==> config.mk <==
export PLATFORM = sky130hd
export DESIGN_NAME = angle_packet_receiver_servo_map_top
export DESIGN_NICKNAME = d
export VERILOG_FILES = /design/src/design/apsm_pkg.sv /design/src/design/apsm_arith.sv /design/src/design/angle_packet_receiver_servo_map_top.sv
export SDC_FILE = /design/constraint.sdc
export NUM_CORES = 1
export LEC_CHECK = 0
export BUFFER_PORTS_ARGS = -buffer_cell sky130_fd_sc_hd__buf_2
export CORE_ASPECT_RATIO = 1.5
export CORE_MARGIN = 2
export CORE_UTILIZATION = 55
export CTS_CLUSTER_SIZE = 10
export DETAILED_ROUTE_END_ITERATION = 16
export GPL_ROUTABILITY_DRIVEN = 0
export GPL_TIMING_DRIVEN = 0
export PLACE_DENSITY = 0.82
export SLEW_MARGIN = 20
export SYNTH_ARGS = -nofsm -noshare
export SYNTH_HDL_FRONTEND = slang
export SYNTH_SLANG_ARGS = --single-unit
==> constraint.sdc <==
create_clock -name clock -period 15.2 [get_ports clock]
set_clock_uncertainty 0.15 [all_clocks]
set_input_delay 0.76 -clock clock [delete_from_list [all_inputs] [get_ports clock]]
set_output_delay 0.76 -clock clock [all_outputs]
set_load 0.03 [all_outputs]
==> src/design/apsm_pkg.sv <==
// ----------------------------------------------------------------------------
// apsm_pkg: shared types and constants of the angle packet receiver
// Register indexes, reset values, widths of the shared multiply/divide unit
// and the request/result bundles that pass between the sequencer and it.
// ----------------------------------------------------------------------------
package apsm_pkg;

   // Field widths
   localparam int ANGLE_W = 8;
   localparam int MAG_W   = 7;
   localparam int PULSE_W = 12;
   localparam int BYTE_W  = 8;

   // Shared unit: 7 x 12 bit product, divided by a 7 bit divisor one bit a cycle
   localparam int MUL_A_W = 7;
   localparam int MUL_B_W = 12;
   localparam int DIV_W   = 7;
   localparam int PROD_W  = MUL_A_W + MUL_B_W;
   localparam int CNT_W   = $clog2(PROD_W + 1);

   // Configuration port
   localparam int CSR_IDX_W  = 3;
   localparam int CSR_DATA_W = 12;

   typedef enum logic [CSR_IDX_W-1:0] {
      REG_MAX_ANGLE    = 3'd0,
      REG_TILT_NEUTRAL = 3'd1,
      REG_TILT_LOWEST  = 3'd2,
      REG_TILT_HIGHEST = 3'd3,
      REG_ROLL_NEUTRAL = 3'd4,
      REG_ROLL_LOWEST  = 3'd5,
      REG_ROLL_HIGHEST = 3'd6
   } csr_index_type;

   // Reset values of the registers
   localparam logic [MAG_W-1:0]   MAX_ANGLE_RST    = 7'd15;
   localparam logic [PULSE_W-1:0] TILT_NEUTRAL_RST = 12'd1700;
   localparam logic [PULSE_W-1:0] TILT_LOWEST_RST  = 12'd1500;
   localparam logic [PULSE_W-1:0] TILT_HIGHEST_RST = 12'd1900;
   localparam logic [PULSE_W-1:0] ROLL_NEUTRAL_RST = 12'd1500;
   localparam logic [PULSE_W-1:0] ROLL_LOWEST_RST  = 12'd1700;
   localparam logic [PULSE_W-1:0] ROLL_HIGHEST_RST = 12'd1300;

   localparam int SCALE_DIVISOR_DEF = 120;

   localparam logic [BYTE_W-1:0]  HEADER_BYTE = 8'hFF;
   localparam logic [MAG_W-1:0]   MAG_MAX     = 7'd127;
   localparam logic [PULSE_W-1:0] PULSE_MAX   = 12'd4095;

   // Input kinds carried on req_tuser
   typedef enum logic {
      KIND_BYTE = 1'b0,
      KIND_TICK = 1'b1
   } req_kind_type;

   typedef struct packed {
      logic               start;
      logic [MUL_A_W-1:0] mul_a;
      logic [MUL_B_W-1:0] mul_b;
      logic [DIV_W-1:0]   divisor;
   } arith_req_type;

   typedef struct packed {
      logic              done;
      logic [PROD_W-1:0] quot;
      logic              rem_nz;
   } arith_rsp_type;

endpackage

==> src/design/apsm_arith.sv <==
// ----------------------------------------------------------------------------
// apsm_arith: shared multiply and restoring divide unit
// Registers mul_a * mul_b on start, then divides it by the divisor one
// quotient bit a cycle; pulses done with quotient and a nonzero-remainder flag.
// ----------------------------------------------------------------------------
module apsm_arith (
   input  logic                    clock,
   input  logic                    reset,
   input  apsm_pkg::arith_req_type req,
   output apsm_pkg::arith_rsp_type rsp
);

   logic [apsm_pkg::PROD_W-1:0] quo_ff, quo_in;
   logic [apsm_pkg::DIV_W-1:0]  rem_ff, rem_in;
   logic [apsm_pkg::DIV_W-1:0]  div_ff, div_in;
   logic [apsm_pkg::CNT_W-1:0]  cnt_ff, cnt_in;
   logic                        busy_ff, busy_in;
   logic                        done_ff, done_in;

   logic [apsm_pkg::DIV_W:0]    shifted;
   logic [apsm_pkg::DIV_W+1:0]  trial;

   always_comb begin
      shifted = {rem_ff, quo_ff[apsm_pkg::PROD_W-1]};
      trial   = {1'b0, shifted} - {2'b0, div_ff};

      quo_in  = quo_ff;
      rem_in  = rem_ff;
      div_in  = div_ff;
      cnt_in  = cnt_ff;
      busy_in = busy_ff;
      done_in = 1'b0;

      if (req.start) begin
         quo_in  = apsm_pkg::PROD_W'(req.mul_a * req.mul_b);
         rem_in  = '0;
         div_in  = req.divisor;
         cnt_in  = apsm_pkg::CNT_W'(apsm_pkg::PROD_W);
         busy_in = 1'b1;
      end else if (busy_ff) begin
         // keep the difference when it did not borrow
         if (!trial[apsm_pkg::DIV_W+1]) begin
            rem_in = trial[apsm_pkg::DIV_W-1:0];
         end else begin
            rem_in = shifted[apsm_pkg::DIV_W-1:0];
         end
         quo_in = {quo_ff[apsm_pkg::PROD_W-2:0], ~trial[apsm_pkg::DIV_W+1]};
         cnt_in = cnt_ff - 1'b1;
         if (cnt_ff == apsm_pkg::CNT_W'(1)) begin
            busy_in = 1'b0;
            done_in = 1'b1;
         end
      end
   end

   always_ff @(posedge clock) begin
      quo_ff <= quo_in;
      rem_ff <= rem_in;
      div_ff <= div_in;
      cnt_ff <= cnt_in;
      if (reset) begin
         busy_ff <= 1'b0;
         done_ff <= 1'b0;
      end else begin
         busy_ff <= busy_in;
         done_ff <= done_in;
      end
   end

   assign rsp.done   = done_ff;
   assign rsp.quot   = quo_ff;
   assign rsp.rem_nz = (rem_ff != '0);

endmodule

==> src/design/angle_packet_receiver_servo_map_top.sv <==
// ----------------------------------------------------------------------------
// angle_packet_receiver_servo_map_top: angle frame receiver and servo mapper
// Collects header/tilt/roll frames from a serial byte stream, decodes the
// sign-magnitude angles and maps them to saturated servo pulse widths.
//
//   channel | direction | handshake            | payload
//   --------+-----------+----------------------+-------------------------------
//   req     | in        | req_tvalid/tready    | tuser kind, tdata byte
//   rsp     | out       | rsp_tvalid/tready    | tlast frame done, tdata angles,
//           |           |                      | pulses, stale
//   csr     | in        | csr_valid/csr_ready  | csr_index, csr_data
//
// Timing: a tick or a byte that does not finish a frame goes from idle to the
// response state, which waits for a free output register, loads it and returns
// to idle, where req_tready is high again. The byte that finishes a frame runs
// four jobs on the shared multiply/divide unit (two angle decodes, two pulse
// maps), each a start pulse, operand load and 19 quotient bits.
// One beat is in flight at a time: req_tready is high only while idle.
// Reset is synchronous; it restores the register defaults and a stale state.
// A stalled rsp side holds the finished beat; the next item may still enter
// and its result waits until the output register frees up.
// ----------------------------------------------------------------------------
module angle_packet_receiver_servo_map_top #(
   parameter int SCALE_DIVISOR = apsm_pkg::SCALE_DIVISOR_DEF
) (
   input  logic                              clock,
   input  logic                              reset,
   // request channel
   input  logic                              req_tvalid,
   output logic                              req_tready,
   input  logic [7:0]                        req_tdata,  // [7:0] rx_byte
   input  logic                              req_tuser,  // [0] req_type
   // result channel
   output logic                              rsp_tvalid,
   input  logic                              rsp_tready,
   output logic [47:0]                       rsp_tdata,  // [7:0] tilt_deg,
                                                         // [15:8] roll_deg,
                                                         // [27:16] tilt_pulse,
                                                         // [39:28] roll_pulse,
                                                         // [40] stale, rest 0
   output logic                              rsp_tlast,  // frame_done
   // configuration write channel
   input  logic                              csr_valid,
   output logic                              csr_ready,
   input  logic [apsm_pkg::CSR_IDX_W-1:0]    csr_index,
   input  logic [apsm_pkg::CSR_DATA_W-1:0]   csr_data
);

   localparam logic [apsm_pkg::DIV_W-1:0] ScaleDiv = apsm_pkg::DIV_W'(SCALE_DIVISOR);

   typedef enum logic [5:0] {
      ST_IDLE     = 6'b000001,
      ST_DEC_TILT = 6'b000010,
      ST_DEC_ROLL = 6'b000100,
      ST_MAP_TILT = 6'b001000,
      ST_MAP_ROLL = 6'b010000,
      ST_RESP     = 6'b100000
   } state_type;

   state_type state_ff, state_in;

   // configuration registers
   logic [apsm_pkg::MAG_W-1:0]   max_angle_ff, max_angle_in;
   logic [apsm_pkg::PULSE_W-1:0] tilt_neutral_ff, tilt_neutral_in;
   logic [apsm_pkg::PULSE_W-1:0] tilt_lowest_ff, tilt_lowest_in;
   logic [apsm_pkg::PULSE_W-1:0] tilt_highest_ff, tilt_highest_in;
   logic [apsm_pkg::PULSE_W-1:0] roll_neutral_ff, roll_neutral_in;
   logic [apsm_pkg::PULSE_W-1:0] roll_lowest_ff, roll_lowest_in;
   logic [apsm_pkg::PULSE_W-1:0] roll_highest_ff, roll_highest_in;

   // receiver state
   logic                          in_frame_ff, in_frame_in;
   logic                          count_ff, count_in;
   logic [apsm_pkg::BYTE_W-1:0]   tilt_raw_ff, tilt_raw_in;
   logic [apsm_pkg::BYTE_W-1:0]   roll_raw_ff, roll_raw_in;
   logic [apsm_pkg::ANGLE_W-1:0]  tilt_angle_ff, tilt_angle_in;
   logic [apsm_pkg::ANGLE_W-1:0]  roll_angle_ff, roll_angle_in;
   logic [apsm_pkg::PULSE_W-1:0]  tilt_pulse_ff, tilt_pulse_in;
   logic [apsm_pkg::PULSE_W-1:0]  roll_pulse_ff, roll_pulse_in;
   logic                          stale_ff, stale_in;
   logic                          done_ff, done_in;
   logic                          start_ff, start_in;

   // output register
   logic                          rsp_valid_ff, rsp_valid_in;
   logic [47:0]                   rsp_data_ff, rsp_data_in;
   logic                          rsp_last_ff, rsp_last_in;

   apsm_pkg::arith_req_type       arith_req;
   apsm_pkg::arith_rsp_type       arith_rsp;

   // operand selection for the current job
   logic                          map_roll;
   logic [apsm_pkg::BYTE_W-1:0]   cur_raw;
   logic [apsm_pkg::ANGLE_W-1:0]  cur_angle;
   logic [apsm_pkg::PULSE_W-1:0]  cur_neutral;
   logic [apsm_pkg::PULSE_W-1:0]  cur_lowest;
   logic [apsm_pkg::PULSE_W-1:0]  cur_highest;
   logic [apsm_pkg::PULSE_W:0]    span;
   logic [apsm_pkg::PULSE_W:0]    span_neg;
   logic [apsm_pkg::PULSE_W-1:0]  span_abs;
   logic [apsm_pkg::MAG_W-1:0]    angle_abs;
   logic                          map_neg;

   // result shaping
   logic [apsm_pkg::MAG_W-1:0]    dec_mag;
   logic [apsm_pkg::ANGLE_W-1:0]  dec_angle;
   logic [apsm_pkg::PROD_W:0]     q_adj;
   logic signed [apsm_pkg::PROD_W+2:0] p_sum;
   logic [apsm_pkg::PULSE_W-1:0]  p_sat;
   logic                          req_beat;
   logic                          rsp_free;

   assign req_tready = (state_ff == ST_IDLE);
   assign csr_ready  = 1'b1;
   assign req_beat   = req_tvalid && req_tready;
   assign rsp_free   = !rsp_valid_ff || rsp_tready;

   // operand muxes: roll in the roll states, tilt otherwise
   always_comb begin
      map_roll    = (state_ff == ST_MAP_ROLL);
      cur_raw     = (state_ff == ST_DEC_ROLL) ? roll_raw_ff : tilt_raw_ff;
      cur_angle   = map_roll ? roll_angle_ff   : tilt_angle_ff;
      cur_neutral = map_roll ? roll_neutral_ff : tilt_neutral_ff;
      cur_lowest  = map_roll ? roll_lowest_ff  : tilt_lowest_ff;
      cur_highest = map_roll ? roll_highest_ff : tilt_highest_ff;

      // negative angles scale by neutral - lowest, positive by highest - neutral
      if (cur_angle[apsm_pkg::ANGLE_W-1]) begin
         span = {1'b0, cur_neutral} - {1'b0, cur_lowest};
      end else begin
         span = {1'b0, cur_highest} - {1'b0, cur_neutral};
      end
      span_neg  = -span;
      span_abs  = span[apsm_pkg::PULSE_W] ? span_neg[apsm_pkg::PULSE_W-1:0]
                                          : span[apsm_pkg::PULSE_W-1:0];
      angle_abs = cur_angle[apsm_pkg::ANGLE_W-1]
                ? apsm_pkg::MAG_W'(-cur_angle) : cur_angle[apsm_pkg::MAG_W-1:0];
      map_neg   = cur_angle[apsm_pkg::ANGLE_W-1] ^ span[apsm_pkg::PULSE_W];

      arith_req.start = start_ff;
      if (state_ff == ST_DEC_TILT || state_ff == ST_DEC_ROLL) begin
         arith_req.mul_a   = max_angle_ff;
         arith_req.mul_b   = apsm_pkg::MUL_B_W'(cur_raw[apsm_pkg::MAG_W-1:0]);
         arith_req.divisor = ScaleDiv;
      end else begin
         arith_req.mul_a   = angle_abs;
         arith_req.mul_b   = span_abs;
         arith_req.divisor = max_angle_ff;
      end
   end

   // decode result: saturate the magnitude, apply the sign bit
   always_comb begin
      dec_mag   = (arith_rsp.quot > apsm_pkg::PROD_W'(apsm_pkg::MAG_MAX))
                ? apsm_pkg::MAG_MAX : arith_rsp.quot[apsm_pkg::MAG_W-1:0];
      dec_angle = cur_raw[apsm_pkg::BYTE_W-1] ? -{1'b0, dec_mag} : {1'b0, dec_mag};
   end

   // map result: floor toward minus infinity, then clamp into the pulse range
   always_comb begin
      q_adj = {1'b0, arith_rsp.quot}
            + apsm_pkg::PROD_W'(map_neg && arith_rsp.rem_nz);
      if (map_neg) begin
         p_sum = $signed({{(apsm_pkg::PROD_W + 3 - apsm_pkg::PULSE_W){1'b0}}, cur_neutral})
               - $signed({2'b00, q_adj});
      end else begin
         p_sum = $signed({{(apsm_pkg::PROD_W + 3 - apsm_pkg::PULSE_W){1'b0}}, cur_neutral})
               + $signed({2'b00, q_adj});
      end
      if (cur_angle == '0) begin
         p_sat = cur_neutral;
      end else if (p_sum < 0) begin
         p_sat = '0;
      end else if (p_sum > $signed((apsm_pkg::PROD_W + 3)'(apsm_pkg::PULSE_MAX))) begin
         p_sat = apsm_pkg::PULSE_MAX;
      end else begin
         p_sat = p_sum[apsm_pkg::PULSE_W-1:0];
      end
   end

   // sequencer
   always_comb begin
      state_in        = state_ff;
      max_angle_in    = max_angle_ff;
      tilt_neutral_in = tilt_neutral_ff;
      tilt_lowest_in  = tilt_lowest_ff;
      tilt_highest_in = tilt_highest_ff;
      roll_neutral_in = roll_neutral_ff;
      roll_lowest_in  = roll_lowest_ff;
      roll_highest_in = roll_highest_ff;
      in_frame_in     = in_frame_ff;
      count_in        = count_ff;
      tilt_raw_in     = tilt_raw_ff;
      roll_raw_in     = roll_raw_ff;
      tilt_angle_in   = tilt_angle_ff;
      roll_angle_in   = roll_angle_ff;
      tilt_pulse_in   = tilt_pulse_ff;
      roll_pulse_in   = roll_pulse_ff;
      stale_in        = stale_ff;
      done_in         = done_ff;
      start_in        = 1'b0;
      rsp_valid_in    = rsp_valid_ff && !rsp_tready;
      rsp_data_in     = rsp_data_ff;
      rsp_last_in     = rsp_last_ff;

      // register writes; indexes past the list are dropped
      if (csr_valid) begin
         unique case (csr_index)
            apsm_pkg::REG_MAX_ANGLE:    max_angle_in    = csr_data[apsm_pkg::MAG_W-1:0];
            apsm_pkg::REG_TILT_NEUTRAL: tilt_neutral_in = csr_data;
            apsm_pkg::REG_TILT_LOWEST:  tilt_lowest_in  = csr_data;
            apsm_pkg::REG_TILT_HIGHEST: tilt_highest_in = csr_data;
            apsm_pkg::REG_ROLL_NEUTRAL: roll_neutral_in = csr_data;
            apsm_pkg::REG_ROLL_LOWEST:  roll_lowest_in  = csr_data;
            apsm_pkg::REG_ROLL_HIGHEST: roll_highest_in = csr_data;
            default: ;
         endcase
      end

      unique case (state_ff)
         ST_IDLE: begin
            if (req_beat) begin
               done_in  = 1'b0;
               state_in = ST_RESP;
               if (req_tuser == apsm_pkg::KIND_TICK) begin
                  stale_in = 1'b1;
               end else if (req_tdata == apsm_pkg::HEADER_BYTE) begin
                  in_frame_in = 1'b1;
                  count_in    = 1'b0;
               end else if (in_frame_ff) begin
                  if (!count_ff) begin
                     tilt_raw_in = req_tdata;
                     count_in    = 1'b1;
                  end else begin
                     // last byte of the frame: start the decode chain
                     roll_raw_in = req_tdata;
                     start_in    = 1'b1;
                     state_in    = ST_DEC_TILT;
                  end
               end
            end
         end
         ST_DEC_TILT: begin
            if (arith_rsp.done) begin
               tilt_angle_in = dec_angle;
               start_in      = 1'b1;
               state_in      = ST_DEC_ROLL;
            end
         end
         ST_DEC_ROLL: begin
            if (arith_rsp.done) begin
               roll_angle_in = dec_angle;
               start_in      = 1'b1;
               state_in      = ST_MAP_TILT;
            end
         end
         ST_MAP_TILT: begin
            if (arith_rsp.done) begin
               tilt_pulse_in = p_sat;
               start_in      = 1'b1;
               state_in      = ST_MAP_ROLL;
            end
         end
         ST_MAP_ROLL: begin
            if (arith_rsp.done) begin
               roll_pulse_in = p_sat;
               stale_in      = 1'b0;
               in_frame_in   = 1'b0;
               count_in      = 1'b0;
               done_in       = 1'b1;
               state_in      = ST_RESP;
            end
         end
         ST_RESP: begin
            // hold until the output register frees up
            if (rsp_free) begin
               rsp_valid_in = 1'b1;
               rsp_last_in  = done_ff;
               rsp_data_in  = {7'b0, stale_ff, roll_pulse_ff, tilt_pulse_ff,
                               roll_angle_ff, tilt_angle_ff};
               state_in     = ST_IDLE;
            end
         end
         default: state_in = ST_IDLE;
      endcase
   end

   always_ff @(posedge clock) begin
      tilt_raw_ff <= tilt_raw_in;
      roll_raw_ff <= roll_raw_in;
      rsp_data_ff <= rsp_data_in;
      rsp_last_ff <= rsp_last_in;
      done_ff     <= done_in;
      if (reset) begin
         state_ff        <= ST_IDLE;
         max_angle_ff    <= apsm_pkg::MAX_ANGLE_RST;
         tilt_neutral_ff <= apsm_pkg::TILT_NEUTRAL_RST;
         tilt_lowest_ff  <= apsm_pkg::TILT_LOWEST_RST;
         tilt_highest_ff <= apsm_pkg::TILT_HIGHEST_RST;
         roll_neutral_ff <= apsm_pkg::ROLL_NEUTRAL_RST;
         roll_lowest_ff  <= apsm_pkg::ROLL_LOWEST_RST;
         roll_highest_ff <= apsm_pkg::ROLL_HIGHEST_RST;
         in_frame_ff     <= 1'b0;
         count_ff        <= 1'b0;
         tilt_angle_ff   <= '0;
         roll_angle_ff   <= '0;
         tilt_pulse_ff   <= apsm_pkg::TILT_NEUTRAL_RST;
         roll_pulse_ff   <= apsm_pkg::ROLL_NEUTRAL_RST;
         stale_ff        <= 1'b1;
         start_ff        <= 1'b0;
         rsp_valid_ff    <= 1'b0;
      end else begin
         state_ff        <= state_in;
         max_angle_ff    <= max_angle_in;
         tilt_neutral_ff <= tilt_neutral_in;
         tilt_lowest_ff  <= tilt_lowest_in;
         tilt_highest_ff <= tilt_highest_in;
         roll_neutral_ff <= roll_neutral_in;
         roll_lowest_ff  <= roll_lowest_in;
         roll_highest_ff <= roll_highest_in;
         in_frame_ff     <= in_frame_in;
         count_ff        <= count_in;
         tilt_angle_ff   <= tilt_angle_in;
         roll_angle_ff   <= roll_angle_in;
         tilt_pulse_ff   <= tilt_pulse_in;
         roll_pulse_ff   <= roll_pulse_in;
         stale_ff        <= stale_in;
         start_ff        <= start_in;
         rsp_valid_ff    <= rsp_valid_in;
      end
   end

   apsm_arith u_arith (
      .clock (clock),
      .reset (reset),
      .req   (arith_req),
      .rsp   (arith_rsp)
   );

   assign rsp_tvalid = rsp_valid_ff;
   assign rsp_tdata  = rsp_data_ff;
   assign rsp_tlast  = rsp_last_ff;

endmodule

After elaboration in Yosys (flattened, before gate mapping) --
Cells that the tools add are included.
Word-level totals: bits in registers 229, bits of input ports 29, word-level logic and storage cells 163
Cells by class: add/sub/neg operators 10, multiply operators 1, order comparisons 3, equal/unequal tests 24, multiplexer cells 58, bitwise gates (word level) 6, reduce and logical (&&, ||, !) cells 33
Operators by type and width (number):
- $mux 12 | 7
- $mux 6 | 10
- $mux 19 | 2
- $pmux 6 s6 | 1
- $mux 26 | 1
- $sub 12x12->13 | 2
- $mux 1 | 24
- $mux 8 | 3
- $reduce_and 2->1 | 12
- $gt 22x13->1 const B | 1
- $lt 22x1->1 const B | 1
- $mux 22 | 1
- $add 12x20->21 | 1
- $mux 7 | 3
- $sub 12x20->21 | 1
- $add 19x1->20 | 1
- $gt 19x7->1 const B | 1
- $mul 7x12->19 | 1
- $reduce_and 6->1 | 3
- $ne 2x1->1 const B | 7
- $mux 13 | 1
- $neg 12->12 | 1
- $pmux 1 s2 | 5
- $reduce_and 5->1 | 2
- other kinds (29) | 43

Logic depth before layout (Yosys ltp) --
Gate-level depths: netlist of run 1.
word-level depth 13, depth in mapped cells 41, depth with buffers taken out 37

Modules after synthesis --
Synthesis of run 1 repeated with hierarchy kept, for this count alone.
Unflattened totals: cells, all modules 1883, area, all modules 16280.6 um^2
By module, submodules not included:
- angle_packet_receiver_servo_map_top | times used 1, cells an instance 1351, area an instance 11408.4 um^2, sequential area each 4374.2 um^2
- apsm_arith | times used 1, cells an instance 532, area an instance 4872.2 um^2, sequential area each 1061.0 um^2

Worst setup path before layout of run 1 --
Ideal clock, no wire load.
path type flip-flop to flip-flop, from register state_ff[2], to register u_arith.quo_ff[17] (netlist name), data pin, library setup time 260 ps, arrival 9443 ps, path slack 5347 ps, cell stages (with the launch flop) 35, path buffers 6, period minus slack after synthesis 9853 ps, cell sequence dfxtp_1 > clkbuf_1 > nor4_4 > nand2_2 > buf_1 > clkbuf_1 > clkbuf_1 > clkbuf_1 > mux2i_1 > fa_1 > a211oi_1 > o21bai_1 > a21oi_1 > o211ai_1 > nand4_1 > a22oi_1 > clkbuf_1 > o21ai_0 > nand3_1 > a21oi_1 > nor2b_1 > fa_1 > fa_1 > fa_1 > inv_1 > fa_1 > inv_1 > ha_1 > and3_1 > a2111oi_0 > nor3_1 > or4_1 > a21oi_1 > xnor2_1 > mux2_2
On the way: cells in the longest elaborated chain, start to end 9
RTL lines:
- from (decl) | RTL line angle_packet_receiver_servo_map_top.sv:60 | state_type state_ff, state_in;
- from (signal assigned) | RTL line angle_packet_receiver_servo_map_top.sv:314 | state_ff <= state_in;
- $eq 6x5->1 | RTL line angle_packet_receiver_servo_map_top.sv:121 | map_roll = (state_ff == ST_MAP_ROLL);
- $mux 12, on equally long branches | RTL line angle_packet_receiver_servo_map_top.sv:126, angle_packet_receiver_servo_map_top.sv:124, angle_packet_receiver_servo_map_top.sv:125
- $sub 12x12->13, on equally long branches | RTL line angle_packet_receiver_servo_map_top.sv:132, angle_packet_receiver_servo_map_top.sv:130
- $mux 13 | RTL line angle_packet_receiver_servo_map_top.sv:129 | if (cur_angle[apsm_pkg::ANGLE_W-1]) begin
- $neg 12->12 | RTL line angle_packet_receiver_servo_map_top.sv:134 | span_neg = -span;
- $mux 12 | RTL line angle_packet_receiver_servo_map_top.sv:135 | span_abs = span[apsm_pkg::PULSE_W] ? span_neg[apsm_pkg::PULSE_W-1:0]
- $mux 26 * | RTL line angle_packet_receiver_servo_map_top.sv:142 | if (state_ff == ST_DEC_TILT || state_ff == ST_DEC_ROLL) begin
- $mul 7x12->19 * | RTL line apsm_arith.sv:35 | quo_in = apsm_pkg::PROD_W'(req.mul_a * req.mul_b);
- $mux 19 * | RTL line apsm_arith.sv:34 | if (req.start) begin
- via u_arith.quo_in, one bit | RTL line apsm_arith.sv:13 | logic [apsm_pkg::PROD_W-1:0] quo_ff, quo_in;
- to (signal assigned) | RTL line apsm_arith.sv:57 | quo_ff <= quo_in;
- to (decl) | RTL line apsm_arith.sv:13
Mark *: on every way through the listed nets, which the timed path passes. The rest lies on a longest branch. A chain may end at the register's enable or synchronous reset.

Final worst setup path of run 1 --
Ends and elaborated chain as after synthesis.

==> flow_summary.rst, run 1 <==
.. list-table::
   :header-rows: 1

   * - Metric
     - Value
   * - Outcome
     - finished clean
   * - #FFs+latches synth
     - ~230
   * - Xor/xnor cell area share of the yosys netlist
     - 0.03991
   * - Clock slew at reported path FFs
     - 0.07 ns
   * - Actual transition at the worst max-transition pin
     - 1.102 ns
   * - Endpoint required time on the critical path
     - 15.38 ns
   * - Multiplexer area fraction after synthesis
     - 0.05801
   * - Most common flop cell mapped by yosys
     - dfxtp_1
   * - Sinks on Clock Net
     - roughly 230
   * - Fraction of layout instances using a drive strength above 1
     - 0.09377
   * - Basic-gate share of the synthesized area counting and, or, nand and nor cells
     - 0.2153
   * - Number of design rule violations left after detail routing
     - 0
   * - Cell count after synthesis
     - 1820
   * - Sequential area share after synthesis
     - 0.3433
   * - CTS tree
     - built
   * - Max Freq
     - 80.85 MHz
   * - Maxcap violations
     - 0
   * - Unrepaired setup endpoints after global routing
     - no
   * - Floorplan Core Area
     - 0.02853 mm2
   * - Deepest level of the CTS H-tree
     - 1
   * - Average vias per placed instance
     - 6.164
   * - All-Layer GR Usage
     - 0.3073
   * - Post-cts hold buffer count
     - 0
   * - Max FO, Critical Path
     - 10
   * - HPWL after DPL
     - ~36000 um
   * - Count of final setup violators
     - 0
   * - GR Layer Usage met2
     - 0.5249
   * - Starting density of the core
     - 0.5549
   * - Headroom to the max-slew limit
     - 0.2461
   * - Clk Latency, worst-skew pair
     - 0.57 ns
   * - Number of antenna violations at the first check in global routing
     - 0
   * - Routing usage on met1
     - 0.3361
   * - Netlist area before placement
     - 0.01583 mm2
   * - Average wire length per cell after detail routing
     - between 20 and 25 um
   * - I/O pin total
     - 81
   * - Number of buffers inserted to repair setup after CTS
     - 0
   * - Number of nets with antenna violations after routing
     - 0
   * - Worst setup path class
     - flip-flop to flip-flop
   * - Maximum vdd ir drop
     - 0.09988 mV
   * - Setup TNS
     - 0 ns
   * - Overall power consumption
     - 1.486 mW
   * - # port buffers
     - 69
   * - Worst hold slack
     - approximately 0.24 ns
   * - Count of endpoints failing hold in the final timing report
     - 0
   * - Layout overhead on the synthesized area
     - 10.32%
   * - Pwr per Cell Area
     - 85.07 mW/mm2
   * - Critical path's slowest cell
     - a2111oi_0
   * - First-pass GRT wire length
     - 72390 um
   * - DIE AREA
     - ~0.03 mm2
   * - Aggregate routed wire length
     - 46400 um
   * - Max stage delay on crit path
     - 0.88 ns
   * - Number of antenna cells inserted
     - 0
   * - Maximum clock insertion buffer count
     - 3
   * - Main combinational cell family by area after synthesis
     - simple AND/OR/NAND/NOR gates
   * - Total CTS buffers
     - 27
   * - Placed cell area
     - roughly 0.017 mm2
   * - Number of detailed-routing iterations run before antenna repair
     - 6
   * - Arithmetic-cell share of the synthesized area counting full adders, half adders and majority gates
     - 0.1450
   * - Post-synthesis compound-gate area fraction
     - 0.1453
   * - Share of flip-flops with an asynchronous set or reset after synthesis
     - 0
   * - Crit path capture type
     - flip-flop
   * - Data arrival at the endpoint of the critical path
     - between 10 and 15 ns
   * - Unique masters post-synth
     - 86
   * - Static Leak
     - 7.494 nW
   * - Final #Nets
     - 2106
   * - Final period util
     - 0.8137
   * - Vert. Die Dim
     - 211.8 um
   * - Element type at the critical path start
     - flip-flop
   * - Vias post-DR
     - 14130
   * - Type of the most critical hold path
     - primary input to flip-flop
   * - Vias in the first global route
     - roughly 14000
   * - GR Layer Usage met3
     - 0.03981
   * - CTS root buffer
     - clkbuf_16
   * - Pin count of the biggest net entering global routing
     - 29
   * - Count of final max-slew check failures
     - 0
   * - Layout Cell Area excl Fill
     - 0.01746 mm2
   * - Floorplan die width
     - 142.5 um
   * - Busiest layer in global routing
     - met2
   * - Crit path time final
     - approximately 12 ns
   * - Number of enable-type register cells in the synthesized netlist
     - 85
   * - Global route overflow
     - 0
   * - YS warnings
     - 0
   * - DR iter-0 viols
     - 1083
   * - Post_cts resized
     - 0
   * - Cell Rows
     - 76
   * - Avg Cell Area, Syn
     - 8.698 um2
[synthesized netlist by cell type (34+ instances only)]
| library cell | count | share of area |
|---|---|---|
| a211oi_1 | 34 | 0.016 |
| a21oi_1 | 128 | 0.040 |
| clkbuf_1 | 64 | 0.015 |
| dfxtp_1 | 144 | 0.18 |
| edfxtp_1 | 85 | 0.16 |
| fa_1 | 54 | 0.068 |
| ha_1 | 97 | 0.077 |
| inv_1 | 112 | 0.027 |
| mux2i_1 | 67 | 0.042 |
| nand2_1 | 269 | 0.064 |
| nand2b_1 | 37 | 0.015 |
| nand3_1 | 48 | 0.015 |
| nor2_1 | 169 | 0.040 |
| nor3_1 | 45 | 0.014 |
| o21ai_0 | 73 | 0.023 |
| xnor2_1 | 45 | 0.025 |
[worst max-delay path: cells and delay by family (launching register included)]
family / cells / cell delay (ns)
fa+ha+maj: 6 / 2.87
simple gates: 7 / 1.62
flops: 1 / 0.31
xor+xnor: 1 / 0.16
buf+inv: 8 / 3.21
compound gates: 11 / 3.19
mux: 2 / 0.61
[through the flow]
stage | cells | setup slack, ns | utilization
floorplan | 1826 | 5.347 | -
global placement | 2246 | 3.431 | 0.5832
detailed placement | 2248 | 3.127 | 0.5849
CTS | 2292 | 3.102 | 0.6122
global route | 2292 | 2.315 | 0.6122
finish | 2292 | 2.832 | 0.6122
[logic make-up after synthesis]
| group | Yosys count |
|---|---|
| AOI/OAI and AO/OA | 359 |
| and+or+nand+nor | 718 |
| DFF | 229 |
| buffers and inverters | 202 |
| other | 2 |
| xor gates and xnor gates | 70 |
| muxes | 89 |
| adders and majority gates | 151 |
[power by group]
group	leakage [nW]	switching, mW	total, mW	internal, mW
logic	5.20	0.153	0.230	0.0776
registers	1.92	0.0103	0.660	0.650
clock network	0.379	0.259	0.595	0.336
total	7.49	0.422	1.49	1.06
[state kept, by name, summed over array words and instances, names as in the netlist, 12 cells and up]
signal	count
rsp_tdata	41
u_arith.quo_ff	19
roll_highest_ff	12
roll_lowest_ff	12
roll_neutral_ff	12
roll_pulse_ff	12
tilt_highest_ff	12
tilt_lowest_ff	12
tilt_neutral_ff	12
tilt_pulse_ff	12
[per-layer routing]
layer,vias to the layer above,part of all wire
met5,-,0
met4,0,0.10
met3,219,0.062
met2,699,0.48
met1,6678,0.36
li1,6532,-
[cell usage in the layout (no fill, tap or decap), types with 27 or more instances in the layout]
cell type / count
xnor2_1: 45
ha_1: 97
nand2_1: 269
a211oi_1: 34
clkbuf_16: 27
nand2b_1: 37
buf_2: 74
fa_1: 54
nor2_1: 169
nand3_1: 48
edfxtp_1: 85
clkbuf_1: 76
o21ai_0: 73
a21oi_1: 128
inv_1: 112
mux2i_1: 67
dfxtp_1: 144
nor3_1: 44
[cell type report]
cell class,count,area [um2]
Inverter,113,424.2
Buffer,89,410.4
Fill cell,2399,11060
Sequential cell,229,5435
Clock inverter,3,30.03
Timing Repair Buffer,71,370.4
Tap cell,351,439.2
Multi-Input combinational cell,1395,9607
Clock buffer,41,748.2
[final timing paths]
kind / startpoint / slack, ns / cells after the start / end
setup / recovery: state_ff[2] / 2.83 / 35 / u_arith.quo_ff[17]
hold / removal: req_tdata[7] / 0.24 / 1 / tilt_raw_ff[7]
setup reg to reg: state_ff[2] / 2.83 / 35 / u_arith.quo_ff[17]
hold reg to reg: tilt_pulse_ff[8] / 0.28 / 0 / rsp_tdata[24]
Note: power is estimated with default switching activity, not from simulation.
==> run 2, diff against run 1 <==
Settings changed: PLACE_DENSITY 0.82 to 0.85.
Clock period 15.2 ns to 10.25 ns, I/O delays scaled along.
==> flow_summary.rst, run 2 (same netlist as run 1, synthesis figures left out) <==
.. list-table::
   :header-rows: 1

   * - Metric
     - Value
   * - Number of detailed-routing iterations run before antenna repair
     - 6 (unchanged)
   * - Clock slew at reported path FFs
     - 0.06 ns (about the same)
   * - Pwr per Cell Area
     - 124.8 mW/mm2 (+47%)
   * - Floorplan die width
     - 142.5 um (unchanged)
   * - Worst hold path startpoint
     - req_tdata[2]
   * - Layout overhead on the synthesized area
     - 11.55%
   * - Sinks on Clock Net
     - 229 (unchanged)
   * - Number of design rule violations left after detail routing
     - 0 (unchanged)
   * - Fraction of layout instances using a drive strength above 1
     - 0.1130 (+0.01923)
   * - Max Freq
     - 100.4 MHz (+24%)
   * - Endpoint required time on the critical path
     - 10.42 ns (-4.96 ns)
   * - Final cell count without fillers
     - 2298 (+0.26%)
   * - Startpoint of the worst register-to-register path
     - state_ff[3]
   * - Largest register FFs
     - 41 (unchanged)
   * - CTS tree
     - built
   * - Final-layout fill cell count
     - 2313 (-3.6%)
   * - Kind of cell adding the most delay to the critical path
     - adder cells
   * - Type of the most critical hold path
     - primary input to flip-flop
   * - HPWL after DPL
     - 35880 um (about the same)
   * - Data arrival at the endpoint of the critical path
     - 10.12 ns (-2.42 ns)
   * - Metal3 WL
     - 3827 um (+34%)
   * - All-Layer GR Usage
     - 0.3086 (+0.001285)
   * - DIE AREA
     - 0.03018 mm2 (unchanged)
   * - # port buffers
     - 69 (unchanged)
   * - CTS root buffer
     - clkbuf_16
   * - Final period util
     - 0.9714 (+0.1577)
   * - Floorplan Core Area
     - 0.02853 mm2 (unchanged)
   * - Clk Latency, worst-skew pair
     - 0.56 ns (about the same)
   * - Leading cell type in the layout, fill and taps excluded
     - nand2_1
   * - Crit path buf inv count
     - 6 (-2)
   * - Count of final setup violators
     - 0 (unchanged)
   * - Vert. Die Dim
     - 211.8 um (unchanged)
   * - Placed cell area
     - 0.01669 mm2 (unchanged)
   * - Worst reg2reg setup slack
     - 0.29 ns (-2.54 ns)
   * - Global route overflow
     - 0 (unchanged)
   * - I/O pin total
     - 81 (unchanged)
   * - Count of endpoints failing hold in the final timing report
     - 0 (unchanged)
   * - Total CTS buffers
     - 27 (unchanged)
   * - Setup TNS
     - 0 ns (unchanged)
   * - Core Util, Final
     - 0.6190 (+0.006798)
   * - Crit path capture type
     - flip-flop
   * - Endpoint of the worst hold-timing path
     - tilt_raw_ff[2]
   * - Reg2reg end
     - u_arith.quo_ff[17]
   * - Layout Cell Area excl Fill
     - 0.01766 mm2 (+1.1%)
   * - Starting density of the core
     - 0.5549 (unchanged)
   * - Vias in the first global route
     - 14160 (+1.2%)
   * - Number of antenna cells inserted
     - 0 (unchanged)
   * - Static Leak
     - 7.539 nW (+0.60%)
   * - Depth of the worst register-to-register path
     - 34 (-2.9%)
   * - Overall power consumption
     - 2.204 mW (+48%)
   * - Aggregate routed wire length
     - 46810 um (+0.88%)
   * - Average wire length per cell after detail routing
     - 20.37 um (+0.61%)
   * - Met1 Routed Length
     - 15920 um (-5.2%)
   * - Worst hold slack
     - 0.02176 ns (-0.2197 ns)
   * - Average vias per placed instance
     - 6.245 (+1.3%)
   * - Actual transition at the worst max-transition pin
     - 1.104 ns (+0.001863 ns)
   * - Critical path's slowest cell
     - fa_1
   * - Maximum clock insertion buffer count
     - 3 (unchanged)
   * - Maxcap violations
     - 0 (unchanged)
   * - Count of final max-slew check failures
     - 0 (unchanged)
   * - Number of antenna violations at the first check in global routing
     - 0 (unchanged)
   * - Most used cells in the layout excluding fill and tap cells
     - 267 x nand2_1, 169 x nor2_1, 142 x dfxtp_1, 125 x a21oi_1, 111 x inv_1
   * - Post-placement worst setup slack
     - -1.770 ns (-4.897 ns)
   * - Crit path time final
     - 9.957 ns (-2.411 ns)
   * - Max FO, Critical Path
     - 10 (unchanged)
   * - Deepest level of the CTS H-tree
     - 1 (unchanged)
   * - Amount of wire on met2 after detailed routing
     - 22180 um (+0.29%)
   * - Max stage delay on crit path
     - 0.55 ns (-0.33 ns)
   * - Worst hold path depth
     - 1 (unchanged)
   * - Highest Signal Layer
     - met4
   * - Worst setup path class
     - flip-flop to flip-flop
   * - DR iter-0 viols
     - 1213 (+12%)
   * - Number of cells in the design after placement
     - 2248 (unchanged)
   * - Headroom to the max-slew limit
     - 0.2611 (+0.01504)
   * - Maximum vdd ir drop
     - 0.1473 mV (+48%)
   * - Final worst-path setup slack
     - 0.2929 ns (-2.539 ns)
   * - Cell with the most instances on the worst path
     - fa_1
   * - Number of nets with antenna violations after routing
     - 0 (unchanged)
   * - Final #Nets
     - 2111 (+0.24%)
   * - Pin count of the biggest net entering global routing
     - 32 (+10%)
   * - Vias post-DR
     - 14350 (+1.6%)
   * - Element type at the critical path start
     - flip-flop
   * - Outcome
     - finished clean
   * - Cell Rows
     - 76 (unchanged)
   * - First-pass GRT wire length
     - 72730 um (+0.47%)
run 2: changes by cell type in the layout (fill, tap and decap cells not counted), sizes merged:
cell and change:
buf +7, clkbuf -1, clkinv -1, clkinvlp +1
run 2: worst max-delay path by stage:
stage,from,end,depth (start not counted)
floorplan,state_ff[2],u_arith.quo_ff[17],34
global placement,state_ff[2],u_arith.quo_ff[17],34
detailed placement,state_ff[2],u_arith.quo_ff[17],34
CTS,state_ff[2],u_arith.quo_ff[17],33
global route,state_ff[5],u_arith.quo_ff[17],36
finish,state_ff[3],u_arith.quo_ff[17],34
run 2: report_power, final:
group          internal (mW)  switching, mW  leakage (nW)
registers              0.964         0.0153          1.92
clock network          0.489          0.370         0.364
logic                  0.127          0.240          5.26
run 2: timing repair:
action / in CTS / in global routing
gates resized for setup: 23 / 25
endpoints found under the setup margin: 26 / 5
buffers inserted: 1 / 5
hold buffers: 0 / 0
pin swaps: 1 / 5
run 2: metal layers:
layer,vias up,global-route usage
met4,0,0.2625
li1,6540,-
met2,831,0.5310
met5,-,0
met1,6688,0.3246
met3,291,0.05202
run 2: layout make-up:
type                            instances  area [um2]  share of cell area
Buffer                                 88       424.2             0.02402
Clock buffer                           42       732.0             0.04145
Clock inverter                          3       36.28            0.002055
Inverter                              113       424.2             0.02402
Multi-Input combinational cell       1395        9749              0.5521
Sequential cell                       229        5438              0.3079
Tap cell                              351       439.2             0.02487
Timing Repair Buffer                   77       415.4             0.02352
